### config.mk
export PLATFORM = sky130hd
export DESIGN_NAME = mips64_mult_div_unit_top
export DESIGN_NICKNAME = d
export VERILOG_FILES = /design/src/sv/mdu_pkg.sv /design/src/sv/mdu_datapath.sv /design/src/sv/mips64_mult_div_unit_top.sv
export VERILOG_INCLUDE_DIRS = /design/src /design/src/sv
export SDC_FILE = /design/constraint.sdc
export NUM_CORES = 1
export LEC_CHECK = 0
export BUFFER_PORTS_ARGS = -buffer_cell sky130_fd_sc_hd__buf_2
export CELL_PAD_IN_SITES_DETAIL_PLACEMENT = 1
export CELL_PAD_IN_SITES_GLOBAL_PLACEMENT = 1
export CORE_AREA = 2 2 224 281
export DETAILED_ROUTE_END_ITERATION = 6
export DIE_AREA = 0 0 226 283
export GPL_TIMING_DRIVEN = 0
export PLACE_DENSITY = 0.79
export SLEW_MARGIN = 10
export SYNTH_ARGS = -nofsm -noshare
export SYNTH_HDL_FRONTEND = slang
export SYNTH_HIERARCHICAL = 1
export SYNTH_SLANG_ARGS = --single-unit
### constraint.sdc
create_clock -name i_clk -period 7.55 [get_ports i_clk]
set_input_delay 0.755 -clock i_clk [delete_from_list [all_inputs] [get_ports i_clk]]
set_output_delay 0.755 -clock i_clk [all_outputs]
set_load 0.02 [all_outputs]
### src/sv/mips64_mult_div_unit_top_macros.svh
// assertion macros for the multiply-divide unit
// used by mips64_mult_div_unit_top, no other dependencies
`ifndef MIPS64_MULT_DIV_UNIT_TOP_MACROS_SVH
`define MIPS64_MULT_DIV_UNIT_TOP_MACROS_SVH

// same-cycle implication, checked out of reset
`define MDU_ASSERT_NOW(label, clk, rst_n, ante, cons) \
    label: assert property (@(posedge clk) disable iff (!rst_n) (ante) |-> (cons)) \
        else $error("mdu assertion failed");

// next-cycle implication, checked out of reset
`define MDU_ASSERT_NEXT(label, clk, rst_n, ante, cons) \
    label: assert property (@(posedge clk) disable iff (!rst_n) (ante) |=> (cons)) \
        else $error("mdu assertion failed");

`endif

### src/sv/mdu_pkg.sv
// shared types and constants of the multiply-divide unit
// no dependencies
package mdu_pkg;

    localparam int FIELD_W = 64;
    localparam int MODE_W  = 2;

    localparam logic [MODE_W-1:0] MODE_SMUL = 2'd0;
    localparam logic [MODE_W-1:0] MODE_UMUL = 2'd1;
    localparam logic [MODE_W-1:0] MODE_SDIV = 2'd2;
    localparam logic [MODE_W-1:0] MODE_UDIV = 2'd3;

    typedef enum logic [1:0] {
        S_IDLE,
        S_RUN,
        S_FIX,
        S_WRITE
    } t_state;

    typedef struct packed {
        logic load;
        logic step;
        logic fix;
    } t_dp_ctrl;

endpackage

### src/sv/mdu_datapath.sv
// bit-serial shift-add multiply and restoring divide datapath, one bit per step
// depends on mdu_pkg
module mdu_datapath #(
    parameter int DATA_WIDTH = 64
) (
    input  logic                        i_clk,
    input  mdu_pkg::t_dp_ctrl           i_ctrl,
    input  logic [mdu_pkg::MODE_W-1:0]  i_mode,
    input  logic [DATA_WIDTH-1:0]       i_a,
    input  logic [DATA_WIDTH-1:0]       i_b,
    output logic [DATA_WIDTH-1:0]       o_hi,
    output logic [DATA_WIDTH-1:0]       o_lo
);

    logic [DATA_WIDTH-1:0] r_acc, n_acc;
    logic [DATA_WIDTH-1:0] r_q, n_q;
    logic [DATA_WIDTH-1:0] r_b, n_b;
    logic                  r_div, n_div;
    logic                  r_neg_hi, n_neg_hi;
    logic                  r_neg_lo, n_neg_lo;

    logic                  is_div;
    logic                  is_signed;
    logic                  neg_a;
    logic                  neg_b;
    logic [DATA_WIDTH-1:0] mag_a;
    logic [DATA_WIDTH-1:0] mag_b;
    logic [DATA_WIDTH:0]   sum;
    logic [DATA_WIDTH:0]   shifted;
    logic [DATA_WIDTH:0]   diff;
    logic                  hi_carry;

    always_comb begin
        is_div    = (i_mode == mdu_pkg::MODE_SDIV) || (i_mode == mdu_pkg::MODE_UDIV);
        is_signed = (i_mode == mdu_pkg::MODE_SMUL) || (i_mode == mdu_pkg::MODE_SDIV);
        neg_a     = is_signed & i_a[DATA_WIDTH-1];
        neg_b     = is_signed & i_b[DATA_WIDTH-1];
        mag_a     = neg_a ? (~i_a + DATA_WIDTH'(1)) : i_a;
        mag_b     = neg_b ? (~i_b + DATA_WIDTH'(1)) : i_b;

        sum       = {1'b0, r_acc} + (r_q[0] ? {1'b0, r_b} : '0);
        shifted   = {r_acc, r_q[DATA_WIDTH-1]};
        diff      = shifted - {1'b0, r_b};
        // a remainder always negates with +1, a product high half only on a zero low half
        hi_carry  = r_div | (r_q == '0);
    end

    always_comb begin
        n_acc    = r_acc;
        n_q      = r_q;
        n_b      = r_b;
        n_div    = r_div;
        n_neg_hi = r_neg_hi;
        n_neg_lo = r_neg_lo;
        if (i_ctrl.load) begin
            n_acc    = '0;
            n_q      = mag_a;
            n_b      = mag_b;
            n_div    = is_div;
            n_neg_lo = neg_a ^ neg_b;
            n_neg_hi = is_div ? neg_a : (neg_a ^ neg_b);
        end else if (i_ctrl.step) begin
            if (r_div) begin
                if (!diff[DATA_WIDTH]) begin
                    n_acc = diff[DATA_WIDTH-1:0];
                    n_q   = {r_q[DATA_WIDTH-2:0], 1'b1};
                end else begin
                    n_acc = shifted[DATA_WIDTH-1:0];
                    n_q   = {r_q[DATA_WIDTH-2:0], 1'b0};
                end
            end else begin
                n_acc = sum[DATA_WIDTH:1];
                n_q   = {sum[0], r_q[DATA_WIDTH-1:1]};
            end
        end else if (i_ctrl.fix) begin
            if (r_neg_lo) begin
                n_q = ~r_q + DATA_WIDTH'(1);
            end
            if (r_neg_hi) begin
                n_acc = ~r_acc + DATA_WIDTH'(hi_carry);
            end
        end
    end

    always_ff @(posedge i_clk) begin
        r_acc    <= n_acc;
        r_q      <= n_q;
        r_b      <= n_b;
        r_div    <= n_div;
        r_neg_hi <= n_neg_hi;
        r_neg_lo <= n_neg_lo;
    end

    assign o_hi = r_acc;
    assign o_lo = r_q;

endmodule

### src/sv/mips64_mult_div_unit_top.sv
// HI/LO multiply-divide unit, top level: control sequencer and HI/LO result register
// depends on mdu_pkg, mdu_datapath and mips64_mult_div_unit_top_macros.svh
//
// usage:
//   input beats on the s_axis group: tuser carries the operation (signed or
//   unsigned multiply or divide), tdata the two 64-bit operands
//   result beats on the m_axis group: tdata carries HI and LO after the
//   operation, tuser the divide-by-zero flag
//   a beat is accepted when tvalid and tready are high at a rising edge
//   an operation runs from acceptance to a valid result as DATA_WIDTH
//   single-bit shift-add or shift-subtract steps, one sign fix-up step and
//   one write step; a divide by zero skips the steps and the fix-up step
//   one item is in work at a time, so a new beat is not taken until the
//   last result has been written
//   the result register is also the HI/LO state; it is free to be reloaded
//   in the cycle its beat is taken, so a waiting result does not stop the
//   next operation from being accepted and run, only from being written
//   a stalled receiver holds the block in its write step
//   reset (synchronous, active low) clears HI, LO and all control state
`include "mips64_mult_div_unit_top_macros.svh"

module mips64_mult_div_unit_top #(
    parameter int DATA_WIDTH = 64
) (
    input  logic                              i_clk,
    input  logic                              i_rst_n,
    input  logic                              i_s_axis_tvalid,
    output logic                              o_s_axis_tready,
    // operand_a [63:0], operand_b [127:64]
    input  logic [2*mdu_pkg::FIELD_W-1:0]     i_s_axis_tdata,
    // mode [1:0]
    input  logic [mdu_pkg::MODE_W-1:0]        i_s_axis_tuser,
    output logic                              o_m_axis_tvalid,
    input  logic                              i_m_axis_tready,
    // hi_value [63:0], lo_value [127:64]
    output logic [2*mdu_pkg::FIELD_W-1:0]     o_m_axis_tdata,
    // divide_by_zero [0]
    output logic                              o_m_axis_tuser
);

    localparam int FW    = mdu_pkg::FIELD_W;
    localparam int CNT_W = $clog2(DATA_WIDTH);

    mdu_pkg::t_state       r_state, n_state;
    logic [CNT_W-1:0]      r_cnt, n_cnt;
    logic                  r_dz, n_dz;
    logic                  r_odz, n_odz;
    logic [DATA_WIDTH-1:0] r_hi, n_hi;
    logic [DATA_WIDTH-1:0] r_lo, n_lo;
    logic                  r_ovalid, n_ovalid;

    mdu_pkg::t_dp_ctrl     dp_ctrl;
    logic [DATA_WIDTH-1:0] op_a;
    logic [DATA_WIDTH-1:0] op_b;
    logic [DATA_WIDTH-1:0] dp_hi;
    logic [DATA_WIDTH-1:0] dp_lo;
    logic                  s_acc;
    logic                  is_div;
    logic                  b_zero;
    logic                  slot_free;
    logic                  out_load;

    assign op_a      = i_s_axis_tdata[DATA_WIDTH-1:0];
    assign op_b      = i_s_axis_tdata[FW+DATA_WIDTH-1:FW];
    assign is_div    = (i_s_axis_tuser == mdu_pkg::MODE_SDIV) ||
                       (i_s_axis_tuser == mdu_pkg::MODE_UDIV);
    assign b_zero    = (op_b == '0);
    assign s_acc     = i_s_axis_tvalid & o_s_axis_tready;
    assign slot_free = !r_ovalid || i_m_axis_tready;

    mdu_datapath #(
        .DATA_WIDTH (DATA_WIDTH)
    ) u_datapath (
        .i_clk  (i_clk),
        .i_ctrl (dp_ctrl),
        .i_mode (i_s_axis_tuser),
        .i_a    (op_a),
        .i_b    (op_b),
        .o_hi   (dp_hi),
        .o_lo   (dp_lo)
    );

    // next state
    always_comb begin
        n_state = r_state;
        case (r_state)
            mdu_pkg::S_IDLE: begin
                if (s_acc) begin
                    n_state = (is_div && b_zero) ? mdu_pkg::S_WRITE : mdu_pkg::S_RUN;
                end
            end
            mdu_pkg::S_RUN: begin
                if (r_cnt == '0) begin
                    n_state = mdu_pkg::S_FIX;
                end
            end
            mdu_pkg::S_FIX: begin
                n_state = mdu_pkg::S_WRITE;
            end
            mdu_pkg::S_WRITE: begin
                if (slot_free) begin
                    n_state = mdu_pkg::S_IDLE;
                end
            end
            default: begin
                n_state = mdu_pkg::S_IDLE;
            end
        endcase
    end

    // state outputs
    always_comb begin
        o_s_axis_tready = 1'b0;
        dp_ctrl         = '0;
        out_load        = 1'b0;
        case (r_state)
            mdu_pkg::S_IDLE: begin
                o_s_axis_tready = 1'b1;
                dp_ctrl.load    = i_s_axis_tvalid;
            end
            mdu_pkg::S_RUN: begin
                dp_ctrl.step = 1'b1;
            end
            mdu_pkg::S_FIX: begin
                dp_ctrl.fix = 1'b1;
            end
            mdu_pkg::S_WRITE: begin
                out_load = slot_free;
            end
            default: begin
                o_s_axis_tready = 1'b0;
            end
        endcase
    end

    always_comb begin
        n_cnt    = r_cnt;
        n_dz     = r_dz;
        n_odz    = r_odz;
        n_hi     = r_hi;
        n_lo     = r_lo;
        n_ovalid = r_ovalid & !i_m_axis_tready;
        if (s_acc) begin
            n_cnt = CNT_W'(DATA_WIDTH - 1);
            n_dz  = is_div & b_zero;
        end else if (dp_ctrl.step) begin
            n_cnt = r_cnt - CNT_W'(1);
        end
        if (out_load) begin
            n_ovalid = 1'b1;
            n_odz    = r_dz;
            // a zero divisor keeps HI and LO
            if (!r_dz) begin
                n_hi = dp_hi;
                n_lo = dp_lo;
            end
        end
    end

    always_ff @(posedge i_clk) begin
        if (!i_rst_n) begin
            r_state  <= mdu_pkg::S_IDLE;
            r_cnt    <= '0;
            r_dz     <= 1'b0;
            r_odz    <= 1'b0;
            r_hi     <= '0;
            r_lo     <= '0;
            r_ovalid <= 1'b0;
        end else begin
            r_state  <= n_state;
            r_cnt    <= n_cnt;
            r_dz     <= n_dz;
            r_odz    <= n_odz;
            r_hi     <= n_hi;
            r_lo     <= n_lo;
            r_ovalid <= n_ovalid;
        end
    end

    assign o_m_axis_tvalid = r_ovalid;
    assign o_m_axis_tdata  = {FW'(r_lo), FW'(r_hi)};
    assign o_m_axis_tuser  = r_odz;

    `MDU_ASSERT_NEXT(a_dz_skips_steps, i_clk, i_rst_n, s_acc && is_div && b_zero, r_state == mdu_pkg::S_WRITE)
    `MDU_ASSERT_NEXT(a_last_step_fixes, i_clk, i_rst_n, r_state == mdu_pkg::S_RUN && r_cnt == '0, r_state == mdu_pkg::S_FIX)
    `MDU_ASSERT_NOW(a_no_dz_in_steps, i_clk, i_rst_n, r_state == mdu_pkg::S_RUN || r_state == mdu_pkg::S_FIX, !r_dz)
    `MDU_ASSERT_NEXT(a_write_fills_slot, i_clk, i_rst_n, out_load, r_ovalid && r_state == mdu_pkg::S_IDLE)
    `MDU_ASSERT_NEXT(a_held_beat_stable, i_clk, i_rst_n, r_ovalid && !i_m_axis_tready, r_ovalid && $stable(o_m_axis_tdata) && $stable(r_odz))

endmodule

==> results.tsv <==
metric	value	unit
synth_ff_type	dfxtp_1	
crit_path_max_fanout	8	
post-route-period-util	0.974	
area_growth	14.2	%
synth_top_area_share	0.149	
io_buffer_count	264	
critPathArrivalTime	7.89	ns
irDropWorstVdd	184	µV
powerDensity	391	nW/µm²
final-setup-viol-count	0	
yosysUniqueCellTypes	95	
root_buffer	clkbuf_16	
core	61400	µm²
fin_worst_skew	0.0574	ns
grt_max_degree	65	
cts_resized	2	
holdWs	0.431	ns
yosysTopAreaCell	dfxtp_1	
wl_per_cell	26.7	µm
crit_path_end_kind	flop	
outcome	finished clean	
path_class	reg -> reg	
rows	102	
fmax	136	MHz
synth_edf_count	131	
dpl_cell_area	29700	µm²
cts_tree	yes	
synth_common_cells	a21oi_1 (440), nand2_1 (436), nor2_1 (345)	
gp_routability_congestion	0.985	
cp_slowest_cell	or4_1	
cp_common_cell	or4_1	
total_leakage_power	12.5	nW
cts_num_sinks	334	
ioPinCount	265	
muxShareOfSynthArea	0.0300	
start_kind	flop	
syn_inst	3522	
fillCellCount	7848	
synthAdderAreaFrac	0.0657	
synth_area_leaders	dfxtp_1 (15%), edfxtp_1 (14%), a21oi_1 (8.1%)	
synth_top_family_by_area	compound AO/OA/AOI/OAI gates	
worstPathRequired	8.09	ns
numCtsBuffers	40	
cpLargestDelayFamily	simple AND/OR/NAND/NOR gates	
path_cells	or4_1 > nand4bb_1 > nor2b_1 > nor2b_2 > nand3_2 > or4_1 > clkbuf_1 > o41ai_4 > ha_1 > or4b_1 > or4_1 > or4_4 > buf_6 > nor3_4 > and2b_4 > a31oi_1 > xor2_1 > o21ai_2 > a211o_1 > o31a_1 > o22ai_1	
relSlewSlack	0.141	
final_cell_area	31100	µm²
nets	4106	
synth-compound-area-share	0.242	
cts_setup_buffers	0	
worstSkewPairLatency	0.63	ns
ys_seq_area_frac	0.293	
drt-total-wl	126000	µm
worst_pin_slew	1.28	ns
route.detailed.drc	0	
async_reset_ff_frac	0	
start_util	0.444	
rsz0062_at_grt	false	
avgSynthCellArea	7.74	µm²
finalMaxSlewViolations	0	
grt_pass1_wl	185000	µm
yosysMostFrequentCell	a21oi_1	
vias	29300	
htreeDepth	2	
hold_class	in -> reg	
die_w	226	µm
grt_overflow	0	
utilization	0.507	
place.detailed.hpwl	98800	µm
yosys_register_bits	334	
syn_nets	3798	
synthXorXnorAreaFrac	0.112	
grt_pass1_vias	30200	
synth_area	27300	µm²
drtIter0Drc	2080	
cts_hold_buffers	0	
drv_cap	0	
fin_crit	7.35	ns
yosys.area_share.simple	0.210	
dr.pass1.iters	7	
grt_usage	0.385	
via_per_inst	6.24	
drive_above_1_share	0.111	
die_h	283	µm
hold_violations	0	
antenna_found_initial	2	
die_area	64000	µm²
ant_nets	0	
clk_pin_slew	0.07	ns
yosysWarnings	6	
clockBufferDepth	3	
crit_buf_inv	2	
slowest_delay	0.61	ns
-- per-layer routing --
metal / GRT usage / share of wire / up-vias
met5: 0 / 0.00012 / -
met4: 0.341 / 0.10 / 2
met3: 0.0541 / 0.060 / 463
met2: 0.661 / 0.48 / 1166
met1: 0.409 / 0.36 / 14300
li1: - / - / 13400
-- kinds of logic (layout without fill, tap and decap cells) --
family / count (synthesis) / count (layout)
fa+ha+maj: 142 / 142
xor+xnor: 348 / 348
simple gates: 1223 / 1223
other cells: 0 / 1
compound gates: 1074 / 1074
flops: 334 / 334
buf+inv: 320 / 660
mux: 81 / 81
-- layout make-up --
type | instances | area [µm²] | area share
antenna | 1 | 2.50 | 0.0000804
buffer | 188 | 778 | 0.0250
clock buffer | 50 | 1120 | 0.0360
clock inverter | 24 | 290 | 0.00933
inverter | 131 | 494 | 0.0159
multi-input combinational | 2868 | 18000 | 0.579
sequential | 334 | 8000 | 0.257
tap | 832 | 1040 | 0.0334
timing repair buffer | 267 | 1380 | 0.0442
-- stage by stage --
stage / power (mW) / std cells / setup TNS (ns) / setup slack [ns]
6_report: 12.2 / 4695 / 0 / 0.200
5_1_grt: 12.7 / 4695 / 0 / 0.0825
4_1_cts: 12.0 / 4694 / 0 / 0.0862
3_5_place_dp: 9.79 / 4621 / -7.83 / -0.804
3_3_place_gp: 9.67 / 4618 / -8.01 / -0.792
2_1_floorplan: 7.38 / 3522 / 0 / 1.71
-- flip-flops by register name (all words and copies together) (netlist names), 2 cells and up --
register         cells
u_datapath/o_lo     64
r_cnt                6
u_datapath/o_hi     64
r_hi                64
r_lo                64
r_state              2
u_datapath/r_b      64
-- power breakdown --
group	switching (mW)	total (mW)	internal, mW
clock	0.903	2.11	1.21
combinational	4.47	6.75	2.28
sequential	0.856	3.30	2.45
-- worst paths after layout --
kind                  startpoint                  end  slack (ns)  cells after the start
max          u_datapath/o_lo[14]  u_datapath/o_hi[59]        0.20                     21
min              i_m_axis_tready      o_m_axis_tvalid        0.43                      4
max reg2reg  u_datapath/o_lo[14]  u_datapath/o_hi[59]        0.20                     21
min reg2reg             r_hi[30]             r_hi[30]        0.45                      2
-- worst reg2reg max path, cell delays in order (launching register included) --
cell and delay, ns:
edfxtp_1 0.52, or4_1 0.61, nand4bb_1 0.45, nor2b_1 0.29, nor2b_2 0.42, nand3_2 0.20
or4_1 0.44, clkbuf_1 0.24, o41ai_4 0.38, ha_1 0.30, or4b_1 0.51, or4_1 0.58
or4_4 0.48, buf_6 0.16, nor3_4 0.25, and2b_4 0.28, a31oi_1 0.12, xor2_1 0.21
o21ai_2 0.13, a211o_1 0.26, o31a_1 0.28, o22ai_1 0.16
-- placed cells by master, fill, tap and decap left out, drive strengths merged, types with 12 or more instances in the layout --
cell    instances
or3            39
dfxtp         203
a31oi          41
nor2b          20
nor4           56
a22oi          14
nand2         436
and2           21
o21ai         193
nand3          45
or2            12
nor2          346
mux2i          76
o221ai         13
nand4          38
or4            29
ha            140
edfxtp        131
o21bai         31
o22ai          13
nor3           96
xnor2         184
o41ai          20
buf           311
a21oi         440
a311oi         20
o31ai          37
nand2b         35
o21a           14
xor2          164
clkbuf        193
inv           135
o211ai         23
a21o           71
a211oi         80
No activity file was read; power rests on OpenSTA's default activity.
